$ cat src/design/pcm_sample_format_converter_unit_macros.svh
// assertion macros for the converter modules; only the queue uses them
`ifndef PCM_SAMPLE_FORMAT_CONVERTER_UNIT_MACROS_SVH
`define PCM_SAMPLE_FORMAT_CONVERTER_UNIT_MACROS_SVH

// same-cycle implication, checked out of reset
`define PCMC_ASSERT_IMP(lbl, ante, cons) \
  lbl: assert property (@(posedge clk) disable iff (!rst_n) (ante) |-> (cons)) \
    else $error("pcmc assertion failed");

// next-cycle implication, checked out of reset
`define PCMC_ASSERT_NXT(lbl, ante, cons) \
  lbl: assert property (@(posedge clk) disable iff (!rst_n) (ante) |=> (cons)) \
    else $error("pcmc assertion failed");

`endif

$ cat src/design/pcmc_pkg.sv
// shared types, constants and helper functions of the pcm format converter
`default_nettype none
package pcmc_pkg;

  // format codes
  localparam logic [2:0] FMT_I8  = 3'd0;
  localparam logic [2:0] FMT_I16 = 3'd1;
  localparam logic [2:0] FMT_I24 = 3'd2;
  localparam logic [2:0] FMT_I32 = 3'd3;
  localparam logic [2:0] FMT_F32 = 3'd4;
  localparam logic [2:0] FMT_F64 = 3'd5;

  // register indexes
  localparam logic [2:0] REG_IN_FORMAT     = 3'd0;
  localparam logic [2:0] REG_OUT_FORMAT    = 3'd1;
  localparam logic [2:0] REG_CHANNEL_COUNT = 3'd2;
  localparam logic [2:0] REG_FRAME_COUNT   = 3'd3;
  localparam logic [2:0] REG_FRAME_STEP    = 3'd4;
  localparam logic [2:0] REG_CHANNEL_STEP  = 3'd5;
  localparam logic [2:0] REG_OUT_BASE      = 3'd6;

  // buffer geometry
  localparam int MAX_CHANNELS = 64;
  localparam int MAX_FRAMES   = 4096;
  localparam int CH_W         = $clog2(MAX_CHANNELS);
  localparam int FR_W         = $clog2(MAX_FRAMES);

  // queue between front and back
  localparam int QDEPTH = 4;
  localparam int QPTR_W = $clog2(QDEPTH);

  // product widths of the address terms
  localparam int CPROD_W = 19;
  localparam int FPROD_W = 19;

  typedef struct packed {
    logic [2:0]  in_format;
    logic [2:0]  out_format;
    logic [6:0]  channel_count;
    logic [12:0] frame_count;
    logic [6:0]  out_frame_step;
    logic [12:0] out_channel_step;
    logic [17:0] out_base;
  } cfg_t;

  typedef struct packed {
    logic [63:0]        sample;
    logic [CPROD_W-1:0] cprod;
    logic [FPROD_W-1:0] fprod;
    logic               last;
  } qent_t;

  // sample width of a format
  function automatic logic [6:0] fmt_bits(input logic [2:0] f);
    logic [6:0] b;
    case (f)
      FMT_I8:  b = 7'd8;
      FMT_I16: b = 7'd16;
      FMT_I24: b = 7'd24;
      FMT_I32: b = 7'd32;
      FMT_F32: b = 7'd32;
      default: b = 7'd64;
    endcase
    return b;
  endfunction

  // low ones mask of a width
  function automatic logic [63:0] width_mask(input logic [6:0] bits);
    logic [63:0] m;
    if (bits >= 7'd64) m = '1;
    else m = (64'd1 << bits) - 64'd1;
    return m;
  endfunction

  // sign extend a right aligned integer sample
  function automatic logic [63:0] sext(input logic [63:0] raw, input logic [6:0] bits);
    logic [63:0] v;
    logic [63:0] sg;
    v  = raw & width_mask(bits);
    sg = 64'd1 << (bits - 7'd1);
    return (v ^ sg) - sg;
  endfunction

endpackage
`default_nettype wire

$ cat src/design/pcm_sample_format_converter_unit.sv
// top level of the pcm sample format converter with its register file
//
//   channel  | ports                                   | beat moves
//   ---------+-----------------------------------------+---------------------------
//   input    | push, full, in_sample_in                | one raw sample
//   result   | pop, empty, out_sample_out,             | converted sample, address,
//            | out_out_address, out_end_of_buffer      | end of buffer flag
//   config   | psel, penable, pwrite, paddr, pwdata,   | one register write or read
//            | prdata, pready                          |
//
// one sample per cycle sustained while results are popped; a taken beat is
// queued, read into the classify stage, then converted into the result register
// the four-entry queue takes input beats while the result side is stalled
// full rises only when the queue holds four samples and the pipeline is blocked
// reset is synchronous: positions go to zero and registers to their reset values
`default_nettype none
module pcm_sample_format_converter_unit
  import pcmc_pkg::*;
(
  input  wire logic        clk,
  input  wire logic        rst_n,
  input  wire logic        push,
  output logic             full,
  input  wire logic [63:0] in_sample_in,
  input  wire logic        pop,
  output logic             empty,
  output logic [63:0]      out_sample_out,
  output logic [17:0]      out_out_address,
  output logic             out_end_of_buffer,
  input  wire logic        psel,
  input  wire logic        penable,
  input  wire logic        pwrite,
  input  wire logic [4:0]  paddr,
  input  wire logic [31:0] pwdata,
  output logic [31:0]      prdata,
  output logic             pready
);

  cfg_t  cfg_r;
  qent_t wr_data, rd_data;
  logic  q_wr, q_rd, q_full, q_empty;
  logic  cfg_wr;

  assign pready = 1'b1;
  assign cfg_wr = psel && penable && pwrite;

  // register writes
  always_ff @(posedge clk) begin
    if (!rst_n) begin
      cfg_r.in_format        <= FMT_I16;
      cfg_r.out_format       <= FMT_I16;
      cfg_r.channel_count    <= 7'd2;
      cfg_r.frame_count      <= 13'd256;
      cfg_r.out_frame_step   <= 7'd2;
      cfg_r.out_channel_step <= 13'd1;
      cfg_r.out_base         <= 18'd0;
    end else if (cfg_wr) begin
      case (paddr[4:2])
        REG_IN_FORMAT:     cfg_r.in_format        <= pwdata[2:0];
        REG_OUT_FORMAT:    cfg_r.out_format       <= pwdata[2:0];
        REG_CHANNEL_COUNT: cfg_r.channel_count    <= pwdata[6:0];
        REG_FRAME_COUNT:   cfg_r.frame_count      <= pwdata[12:0];
        REG_FRAME_STEP:    cfg_r.out_frame_step   <= pwdata[6:0];
        REG_CHANNEL_STEP:  cfg_r.out_channel_step <= pwdata[12:0];
        REG_OUT_BASE:      cfg_r.out_base         <= pwdata[17:0];
        default: ;
      endcase
    end
  end

  // register reads
  always_comb begin
    case (paddr[4:2])
      REG_IN_FORMAT:     prdata = 32'(cfg_r.in_format);
      REG_OUT_FORMAT:    prdata = 32'(cfg_r.out_format);
      REG_CHANNEL_COUNT: prdata = 32'(cfg_r.channel_count);
      REG_FRAME_COUNT:   prdata = 32'(cfg_r.frame_count);
      REG_FRAME_STEP:    prdata = 32'(cfg_r.out_frame_step);
      REG_CHANNEL_STEP:  prdata = 32'(cfg_r.out_channel_step);
      REG_OUT_BASE:      prdata = 32'(cfg_r.out_base);
      default:           prdata = '0;
    endcase
  end

  assign full = q_full;

  // front part
  pcmc_front u_front (
    .clk    (clk),
    .rst_n  (rst_n),
    .cfg    (cfg_r),
    .push   (push),
    .sample (in_sample_in),
    .q_full (q_full),
    .q_wr   (q_wr),
    .q_data (wr_data)
  );

  // queue between the parts
  pcmc_fifo u_fifo (
    .clk     (clk),
    .rst_n   (rst_n),
    .wr      (q_wr),
    .wr_data (wr_data),
    .full    (q_full),
    .rd      (q_rd),
    .rd_data (rd_data),
    .empty   (q_empty)
  );

  // back part
  pcmc_back u_back (
    .clk         (clk),
    .rst_n       (rst_n),
    .cfg         (cfg_r),
    .q_data      (rd_data),
    .q_empty     (q_empty),
    .q_rd        (q_rd),
    .res_sample  (out_sample_out),
    .res_address (out_out_address),
    .res_last    (out_end_of_buffer),
    .res_empty   (empty),
    .res_pop     (pop)
  );

endmodule
`default_nettype wire

$ cat src/design/pcmc_fifo.sv
// short queue of samples and their address terms between front and back
`default_nettype none
`include "pcm_sample_format_converter_unit_macros.svh"
module pcmc_fifo
  import pcmc_pkg::*;
(
  input  wire logic  clk,
  input  wire logic  rst_n,
  input  wire logic  wr,
  input  wire qent_t wr_data,
  output logic       full,
  input  wire logic  rd,
  output qent_t      rd_data,
  output logic       empty
);

  qent_t             mem_r [QDEPTH];
  logic [QPTR_W-1:0] wptr_r, rptr_r;
  logic [QPTR_W:0]   count_r, count_nxt;
  logic              do_wr, do_rd;

  assign full    = (count_r == (QPTR_W+1)'(QDEPTH));
  assign empty   = (count_r == '0);
  assign do_wr   = wr && !full;
  assign do_rd   = rd && !empty;
  assign rd_data = mem_r[rptr_r];

  // storage
  always_ff @(posedge clk) begin
    if (do_wr) mem_r[wptr_r] <= wr_data;
  end

  // occupancy
  always_comb begin
    count_nxt = count_r;
    if (do_wr && !do_rd) count_nxt = count_r + 1'b1;
    else if (do_rd && !do_wr) count_nxt = count_r - 1'b1;
  end

  // pointers
  always_ff @(posedge clk) begin
    if (!rst_n) begin
      wptr_r  <= '0;
      rptr_r  <= '0;
      count_r <= '0;
    end else begin
      if (do_wr) wptr_r <= wptr_r + 1'b1;
      if (do_rd) rptr_r <= rptr_r + 1'b1;
      count_r <= count_nxt;
    end
  end

  // checks
  `PCMC_ASSERT_NXT(a_grow, do_wr && !do_rd, count_r == $past(count_r) + 1'b1)
  `PCMC_ASSERT_NXT(a_shrink, do_rd && !do_wr, count_r == $past(count_r) - 1'b1)
  `PCMC_ASSERT_IMP(a_ptr_gap, 1'b1, (wptr_r - rptr_r) == count_r[QPTR_W-1:0])

endmodule
`default_nettype wire

$ cat src/design/pcmc_front.sv
// front: accepts samples, tracks buffer position and forms address terms
`default_nettype none
module pcmc_front
  import pcmc_pkg::*;
(
  input  wire logic        clk,
  input  wire logic        rst_n,
  input  wire cfg_t        cfg,
  input  wire logic        push,
  input  wire logic [63:0] sample,
  input  wire logic        q_full,
  output logic             q_wr,
  output qent_t            q_data
);

  logic [CH_W-1:0] ch_r, ch_nxt;
  logic [FR_W-1:0] fr_r, fr_nxt;
  logic [6:0]      chans;
  logic [12:0]     frames;
  logic            ch_wrap, fr_wrap;

  // clamped counts
  always_comb begin
    if (cfg.channel_count == '0) chans = 7'd1;
    else if (cfg.channel_count > 7'(MAX_CHANNELS)) chans = 7'(MAX_CHANNELS);
    else chans = cfg.channel_count;
    if (cfg.frame_count == '0) frames = 13'd1;
    else if (cfg.frame_count > 13'(MAX_FRAMES)) frames = 13'(MAX_FRAMES);
    else frames = cfg.frame_count;
  end

  assign ch_wrap = (7'(ch_r) + 7'd1) >= chans;
  assign fr_wrap = (13'(fr_r) + 13'd1) >= frames;
  assign q_wr    = push && !q_full;

  // queue entry
  always_comb begin
    q_data.sample = sample;
    q_data.cprod  = CPROD_W'(ch_r) * CPROD_W'(cfg.out_channel_step);
    q_data.fprod  = FPROD_W'(fr_r) * FPROD_W'(cfg.out_frame_step);
    q_data.last   = ch_wrap && fr_wrap;
  end

  // position advance
  always_comb begin
    ch_nxt = ch_r;
    fr_nxt = fr_r;
    if (q_wr) begin
      if (ch_wrap) begin
        ch_nxt = '0;
        fr_nxt = fr_wrap ? '0 : fr_r + 1'b1;
      end else begin
        ch_nxt = ch_r + 1'b1;
      end
    end
  end

  always_ff @(posedge clk) begin
    if (!rst_n) begin
      ch_r <= '0;
      fr_r <= '0;
    end else begin
      ch_r <= ch_nxt;
      fr_r <= fr_nxt;
    end
  end

endmodule
`default_nettype wire

$ cat src/design/pcmc_back.sv
// back: two stage format conversion pipeline ending in the result register
`default_nettype none
module pcmc_back
  import pcmc_pkg::*;
(
  input  wire logic        clk,
  input  wire logic        rst_n,
  input  wire cfg_t        cfg,
  input  wire qent_t       q_data,
  input  wire logic        q_empty,
  output logic             q_rd,
  output logic [63:0]      res_sample,
  output logic [17:0]      res_address,
  output logic             res_last,
  output logic             res_empty,
  input  wire logic        res_pop
);

  // work kinds left for the second stage
  localparam logic [2:0] K_DONE   = 3'd0;
  localparam logic [2:0] K_NORM64 = 3'd1;
  localparam logic [2:0] K_NORM32 = 3'd2;
  localparam logic [2:0] K_F2I    = 3'd3;
  localparam logic [2:0] K_NARROW = 3'd4;

  typedef struct packed {
    logic [2:0]  kind;
    logic        sign;
    logic [63:0] res;
    logic [31:0] w;
    logic [4:0]  p;
    logic [10:0] eoff;
    logic [52:0] sig;
    logic [4:0]  k;
    logic        nrm;
    logic [5:0]  shc;
    logic [6:0]  bo;
    logic [17:0] addr;
    logic        last;
  } s1_t;

  s1_t         s1_r, s1_nxt;
  logic        v1_r, v2_r;
  logic [63:0] s2_sample_r, s2_sample_nxt;
  logic [17:0] s2_addr_r;
  logic        s2_last_r;
  logic        s1_ready, s2_ready;

  // stage one: classify, integer paths, leading one search
  always_comb begin
    logic [2:0]         fi, fo;
    logic [6:0]         bi, bo;
    logic [63:0]        raw, x;
    logic [31:0]        a;
    logic [11:0]        e12, bias12;
    logic               neg, is_nan, is_zero;
    logic signed [12:0] es, ek, eb, t;
    logic [7:0]         e8;
    logic [22:0]        m23;
    logic [10:0]        e11;
    logic [51:0]        m52;
    logic [19:0]        asum;
    fi  = cfg.in_format;
    fo  = cfg.out_format;
    bi  = fmt_bits(fi);
    bo  = fmt_bits(fo);
    raw = q_data.sample;
    x   = sext(raw, bi);
    e8  = raw[30:23];
    m23 = raw[22:0];
    e11 = raw[62:52];
    m52 = raw[51:0];
    a   = '0;
    e12 = '0;
    bias12 = '0;
    neg = 1'b0;
    is_nan = 1'b0;
    is_zero = 1'b0;
    es = '0;
    ek = '0;
    eb = '0;
    t  = '0;
    s1_nxt = '0;
    s1_nxt.kind = K_DONE;
    s1_nxt.bo   = bo;
    asum = 20'(cfg.out_base) + 20'(q_data.cprod) + 20'(q_data.fprod);
    s1_nxt.addr = asum[17:0];
    s1_nxt.last = q_data.last;

    if (fi > FMT_F64 || fo > FMT_F64) begin
      s1_nxt.res = '0;
    end else if (fi == fo) begin
      s1_nxt.res = raw & width_mask(bo);
    end else if (fi < FMT_F32 && fo < FMT_F32) begin
      // integer to integer
      if (bi < bo) s1_nxt.res = (x << (bo - bi)) & width_mask(bo);
      else s1_nxt.res = 64'($signed(x) >>> (bi - bo)) & width_mask(bo);
    end else if (fi < FMT_F32) begin
      // integer to float, magnitude goes to normalize
      neg = x[63];
      a = neg ? (32'd0 - x[31:0]) : x[31:0];
      s1_nxt.w    = a;
      s1_nxt.sign = neg;
      if (fo == FMT_F64) begin
        s1_nxt.kind = K_NORM64;
        s1_nxt.eoff = 11'd1024 - 11'(bi);
      end else begin
        s1_nxt.kind = K_NORM32;
        s1_nxt.eoff = 11'd128 - 11'(bi);
      end
    end else if (fo < FMT_F32) begin
      // float to integer
      if (fi == FMT_F32) begin
        neg = raw[31];
        e12 = 12'(e8);
        bias12 = 12'd127;
        is_nan = (e8 == 8'hFF) && (m23 != '0);
        is_zero = (e8 == '0);
        s1_nxt.sig = {1'b1, m23, 29'd0};
      end else begin
        neg = raw[63];
        e12 = 12'(e11);
        bias12 = 12'd1023;
        is_nan = (e11 == 11'h7FF) && (m52 != '0);
        is_zero = (e11 == '0);
        s1_nxt.sig = {1'b1, m52};
      end
      es = $signed({1'b0, e12}) - $signed({1'b0, bias12});
      ek = es + $signed({6'd0, bo}) - 13'sd1;
      s1_nxt.sign = neg;
      if (is_nan || is_zero) s1_nxt.res = '0;
      else if (es >= 13'sd0) s1_nxt.res = neg ? (64'd1 << (bo - 7'd1)) : (width_mask(bo) >> 1);
      else if (ek < 13'sd0) s1_nxt.res = '0;
      else begin
        s1_nxt.kind = K_F2I;
        s1_nxt.k = ek[4:0];
      end
    end else if (fi == FMT_F32) begin
      // float32 to float64
      if (e8 == 8'hFF && m23 != '0)
        s1_nxt.res = {raw[31], 11'h7FF, {1'b1, 51'd0} | {m23, 29'd0}};
      else if (e8 == 8'hFF)
        s1_nxt.res = {raw[31], 11'h7FF, 52'd0};
      else if (e8 == '0 && m23 == '0)
        s1_nxt.res = {raw[31], 63'd0};
      else if (e8 == '0) begin
        s1_nxt.kind = K_NORM64;
        s1_nxt.w    = {9'd0, m23};
        s1_nxt.sign = raw[31];
        s1_nxt.eoff = 11'd874;
      end else
        s1_nxt.res = {raw[31], 11'(e8) + 11'd896, m23, 29'd0};
    end else begin
      // float64 to float32
      if (e11 == 11'h7FF && m52 != '0)
        s1_nxt.res = {32'd0, raw[63], 8'hFF, {1'b1, 22'd0} | m52[51:29]};
      else if (e11 >= 11'd1151)
        s1_nxt.res = {32'd0, raw[63], 8'hFF, 23'd0};
      else if (e11 == '0)
        s1_nxt.res = {32'd0, raw[63], 31'd0};
      else begin
        eb = $signed({2'd0, e11}) - 13'sd896;
        t  = 13'sd30 - eb;
        s1_nxt.kind = K_NARROW;
        s1_nxt.sign = raw[63];
        s1_nxt.sig  = {1'b1, m52};
        s1_nxt.eoff = 11'(eb[7:0]);
        s1_nxt.nrm  = (eb >= 13'sd1);
        s1_nxt.shc  = (t > 13'sd56) ? 6'd56 : t[5:0];
      end
    end

    // leading one of the magnitude
    for (int i = 0; i < 32; i++) begin
      if (s1_nxt.w[i]) s1_nxt.p = 5'(i);
    end
  end

  // stage two: normalize, round, shift out
  always_comb begin
    logic [31:0]  n;
    logic [10:0]  ex;
    logic [30:0]  q;
    logic [63:0]  mag;
    logic [108:0] wide;
    logic [22:0]  frac;
    logic         g, st;
    n    = s1_r.w << (5'd31 - s1_r.p);
    ex   = s1_r.eoff + 11'(s1_r.p);
    q    = '0;
    mag  = '0;
    wide = '0;
    frac = '0;
    g    = 1'b0;
    st   = 1'b0;
    case (s1_r.kind)
      K_DONE: s2_sample_nxt = s1_r.res;
      K_NORM64: begin
        if (s1_r.w == '0) s2_sample_nxt = '0;
        else s2_sample_nxt = {s1_r.sign, ex, n[30:0], 21'd0};
      end
      K_NORM32: begin
        q = {ex[7:0], n[30:8]} + 31'(n[7] & (n[8] | (|n[6:0])));
        if (s1_r.w == '0) s2_sample_nxt = '0;
        else s2_sample_nxt = {32'd0, s1_r.sign, q};
      end
      K_F2I: begin
        mag = 64'(s1_r.sig) >> (6'd52 - 6'(s1_r.k));
        s2_sample_nxt = (s1_r.sign ? (64'd0 - mag) : mag) & width_mask(s1_r.bo);
      end
      K_NARROW: begin
        if (s1_r.nrm) begin
          q = {s1_r.eoff[7:0], s1_r.sig[51:29]}
            + 31'(s1_r.sig[28] & (s1_r.sig[29] | (|s1_r.sig[27:0])));
        end else begin
          wide = {s1_r.sig, 56'd0} >> s1_r.shc;
          frac = wide[78:56];
          g    = wide[55];
          st   = |wide[54:0];
          q    = {8'd0, frac} + 31'(g & (frac[0] | st));
        end
        s2_sample_nxt = {32'd0, s1_r.sign, q};
      end
      default: s2_sample_nxt = '0;
    endcase
  end

  // pipeline flow
  assign s2_ready  = !v2_r || res_pop;
  assign s1_ready  = !v1_r || s2_ready;
  assign q_rd      = !q_empty && s1_ready;
  assign res_empty = !v2_r;

  always_ff @(posedge clk) begin
    if (!rst_n) begin
      v1_r <= 1'b0;
      v2_r <= 1'b0;
    end else begin
      if (s1_ready) v1_r <= q_rd;
      if (s2_ready) v2_r <= v1_r;
    end
  end

  // payload registers
  always_ff @(posedge clk) begin
    if (s1_ready) s1_r <= s1_nxt;
    if (s2_ready) begin
      s2_sample_r <= s2_sample_nxt;
      s2_addr_r   <= s1_r.addr;
      s2_last_r   <= s1_r.last;
    end
  end

  assign res_sample  = s2_sample_r;
  assign res_address = s2_addr_r;
  assign res_last    = s2_last_r;

endmodule
`default_nettype wire

$ cat config.mk
export PLATFORM = sky130hd
export DESIGN_NAME = pcm_sample_format_converter_unit
export DESIGN_NICKNAME = d
export VERILOG_FILES = /design/src/design/pcmc_pkg.sv /design/src/design/pcm_sample_format_converter_unit.sv /design/src/design/pcmc_fifo.sv /design/src/design/pcmc_front.sv /design/src/design/pcmc_back.sv
export VERILOG_INCLUDE_DIRS = /design/src /design/src/design
export SDC_FILE = /design/constraint.sdc
export NUM_CORES = 2
export LEC_CHECK = 0
export BUFFER_PORTS_ARGS = -buffer_cell sky130_fd_sc_hd__buf_4
export CAP_MARGIN = 20
export CORE_MARGIN = 2
export CORE_UTILIZATION = 40
export CTS_CLUSTER_DIAMETER = 50
export DETAILED_ROUTE_END_ITERATION = 8
export PLACE_DENSITY = 0.56
export SYNTH_ARGS = -nofsm -noshare
export SYNTH_HDL_FRONTEND = slang
export SYNTH_SLANG_ARGS = --single-unit
export TNS_END_PERCENT = 30
$ cat constraint.sdc
create_clock -name clk -period 11.45 [get_ports clk]
set_input_delay 0.5725 -clock clk [delete_from_list [all_inputs] [get_ports clk]]
set_output_delay 0.5725 -clock clk [all_outputs]
set_load 0.005 [all_outputs]
==> summary.txt <==
STA
  • Setup TNS: 0 ns
  • Final setup fails: 0
  • Final Hold Viols: 0
  • Actual slew at the worst max-slew pin: ~1.3 ns
  • Fin Hold WS: roughly 0.043 ns
  • Final Max Tran Viols: 0
  • Fin crit period: approximately 10 ns
  • Unrepaired setup endpoints after global routing: no
  • FMAX: 0.100 GHz
  • Max_slew headroom: between 10% and 20%
  • Setup Skew: just over 0.08 ns
  • Crit share post-route: ~87%

Yosys
  • Cell area after synthesis: about 0.060 sq mm
  • Cells after Synth: 5,996
  • Top FF cell, synth: edfxtp_1
  • Number of enable flip-flop cells after synthesis: between 600 and 700
  • Sequential cell area fraction in the yosys report: around 38%
  • Synth top area cells: edfxtp_1, mux4_2, nand2_1
  • Seq cells post-synth: a little under 800
  • Async S/R FF share, synth: 0%
  • Post-synth top area share: 34.5%
  • Leading area contributor after synthesis: edfxtp_1
  • Ys Warns: 0
  • Mean Syn Cell Area: 10.0 sq um
  • Post-synth cell types: about 110

Route
  • DRC: 0
  • Mean routed wirelength per cell: 33.5 um
  • DR pass1 iterations: 9
  • Routed wire length: 274,000 um
  • Vias after detailed routing: 51,800
  • Final ANT Viol Nets: 0
  • Via/cell ratio: 6.32
  • Starting DRT DRC Count: between 6,000 and 7,000

Cells and area
  • Final core utilization: 45.3%
  • Filler cells: between 10,000 and 15,000
  • Nets: 6,485
  • Layout cells sized above 1: ~16%
  • Area delta synth->final: 12.6%

Setup path
  • Critical path peak fanout: 29
  • FF-to-FF Start: cfg_r[63]
  • Critical Path Source Type: flip-flop
  • Reg2Reg Depth: 23
  • Reg2reg end: u_back.s1_r[167]
  • Crit path DAT: around 10 ns
  • R2r setup slk: about 1.5 ns
  • Req. time, crit path: approximately 12 ns
  • Critical Path Sink Type: flip-flop
  • CP Class: flip-flop to flip-flop

Global route
  • Vias in the first global route: between 40,000 and 50,000
  • GRT Total Usage: between 30% and 40%
  • Largest net degree at the start of global routing: ~110
  • First-pass GRT wire length: about 380,000 um
  • Overflow after GRT: 0
  • Initial antenna violation count: 18

Clock tree
  • Clk slew on worst S/H paths: 0.05 ns
  • Clk root buf: clkbuf_16
  • TritonCTS buffer count: 100
  • Clk sinks: between 700 and 800
  • Gates resized, CTS repair: 0
  • Worst-Skew Late Latency: between 0.7 and 0.8 ns
  • Longest Clk Path Bufs: 3
  • CTS HTree Levels: 3
  • CTS tree: yes

Status
  • Status: complete, no violations

Power
  • Worst vdd ir: approximately 0.00016 V
  • P per Cell Area: between 150 and 200 mW/mm^2
  • Leakage: around 26 nW

Worst hold path
  • Min-Delay Startpoint: in_sample_in[52]
  • Hold crit path type: input port to flip-flop
  • Worst Hold Depth: 1
  • Hold Crit Endpoint: u_fifo.mem_r[3][91]

Floorplan
  • Core footprint: 0.150 sq mm
  • Die area: around 0.15 sq mm
  • Starting Density: about two fifths
  • # IOs: approximately 230
  • Core Rows: about 140
  • Die H: 392 um
  • Chip width: just under 400 um

Placed design
  • HPWL after detailed placement: 210,000 um
  • # port buffers: just under 200
  • Routability cong.: roughly 1.1

Flow run
  • Max cap viols: 0
## area by class of cell
class | instances | area [sq um] | area share, %
multi-input cells | 4536 | 35100 | 51.8
flip-flops and latches | 784 | 22600 | 33.4
repair buffers | 410 | 3220 | 4.75
clock buffers | 120 | 2600 | 3.84
well taps | 2016 | 2520 | 3.72
inverters | 264 | 993 | 1.47
clock inverters | 62 | 674 | 0.996
diodes | 5 | 12.5 | 0.0185
## worst max-delay path, cell delays in order, from the launching register on
cell and delay (ns):
dfxtp_2 0.45, a21oi_1 0.88, clkinv_1 0.82, nand2_1 0.35, ha_1 0.32, inv_1 0.13
nor2_1 0.23, inv_1 0.41, ha_1 0.51, nor2_1 0.50, nor2_1 0.11, ha_1 0.35
xor2_1 0.64, nor2_1 0.15, o21a_1 0.19, o31a_1 0.38, a211o_1 0.30, buf_4 0.27
xnor2_4 0.95, nand2_1 0.59, o21ai_0 0.29, a22oi_1 0.18, a221oi_1 0.51, nor2_1 0.13
## flip-flops by register name, indices dropped and copies added (netlist names), named ones only
register and count:
u_front.fr_r 12, u_back.res_last 1, u_fifo.wptr_r 2, cfg_r 64
u_back.res_address 18, u_back.s1_r 204, u_fifo.mem_r 404, u_front.ch_r 6
u_back.res_sample 64, u_fifo.rptr_r 2, u_fifo.count_r 3, u_back.v2_r 1
u_back.v1_r 1
## synth_stat cells (all sizes together), types with 24 or more instances
| cell | instances |
|---|---|
| a221oi | 30 |
| nand2b | 37 |
| and3 | 54 |
| o211ai | 56 |
| nor2b | 44 |
| buf | 103 |
| o21ai | 319 |
| nand3 | 158 |
| mux2i | 184 |
| inv | 259 |
| a22oi | 48 |
| a221o | 31 |
| o21bai | 30 |
| o21a | 31 |
| a21o | 54 |
| clkbuf | 323 |
| mux4 | 269 |
| ha | 166 |
| a21boi | 74 |
| a211oi | 58 |
| fa | 115 |
| and2 | 155 |
| o22ai | 42 |
| nand4 | 47 |
| edfxtp | 691 |
| xnor2 | 181 |
| or3 | 30 |
| nor4 | 59 |
| nor2 | 434 |
| o31ai | 30 |
| or2 | 34 |
| nor3 | 129 |
| o221ai | 29 |
| dfxtp | 93 |
| a211o | 24 |
| xor2 | 88 |
| a21oi | 332 |
| a222oi | 32 |
| mux2 | 75 |
| nand2 | 748 |
| a31oi | 37 |
| a22o | 30 |
## report_power, final
part	internal (mW)	switching (mW)
Combinational	1.96	4.32
Sequential	3.56	0.281
Clock	1.73	1.32
## repair_timing
| item | in CTS | in global routing |
|---|---|---|
| buffers inserted | 0 | 0 |
| hold endpoints to repair | 195 | 0 |
| hold buffers | 50 | 0 |
## logic make-up (layout without fill, tap and decap cells)
family | Yosys count | count (layout) | share of synthesized area, %
AO/OA/AOI/OAI | 1444 | 1444 | 16.3
multiplexers | 528 | 528 | 14.5
buffers and inverters | 690 | 856 | 4.60
adder cells (fa/ha/maj) | 281 | 281 | 7.28
XOR/XNOR | 269 | 269 | 3.97
AND/OR/NAND/NOR | 1998 | 1998 | 15.7
other | 2 | 21 | 0.0125
flip-flops | 784 | 784 | 37.6
## metal layers
metal | vias to the layer above | track usage [%] | wire length (um)
met5 | - | 0 | 11
met4 | 2 | 23.0 | 20700
met3 | 547 | 4.02 | 18000
li1 | 22700 | - | -
met2 | 2549 | 55.6 | 126000
met1 | 26000 | 45.7 | 110000
## through the flow
| step | power, mW | instance area (sq um) | worst slack, ns | std cells |
|---|---|---|---|---|
| 5_1_grt | 13.6 | 67700 | 1.19 | 8192 |
| 6_report | 13.2 | 67700 | 1.49 | 8197 |
| 2_1_floorplan | 7.16 | 60200 | 4.40 | 6010 |
| 3_5_place_dp | 9.97 | 63900 | 1.85 | 7958 |
| 3_3_place_gp | 9.97 | 63900 | 1.85 | 7956 |
| 4_1_cts | 13.1 | 67700 | 1.82 | 8190 |
## layout by cell type (no fill, tap or decap), drive strengths merged, types with 50 or more instances in the layout
master,synthesis,routed
a211oi,58,58
a21boi,74,74
a21o,54,54
a21oi,332,332
and2,155,155
and3,54,54
buf,103,360
clkbuf,323,120
dfxtp,93,93
dlygate4sd3,0,50
edfxtp,691,691
fa,115,115
ha,166,166
inv,259,274
mux2,75,75
mux2i,184,184
mux4,269,269
nand2,748,748
nand3,158,158
nor2,434,434
nor3,129,129
nor4,59,59
o211ai,56,56
o21ai,319,319
xnor2,181,181
xor2,88,88
## how the worst max path moves through the flow
stage	from	end	slack, ns
floorplan	cfg_r[61]	u_back.s1_r[104]	4.40
global placement	cfg_r[63]	u_back.s1_r[167]	1.85
detailed placement	cfg_r[63]	u_back.s1_r[167]	1.85
CTS	cfg_r[63]	u_back.s1_r[167]	1.82
global route	cfg_r[63]	u_back.s1_r[167]	1.19
finish	cfg_r[63]	u_back.s1_r[167]	1.49
Power figures use the tool's default switching activity.
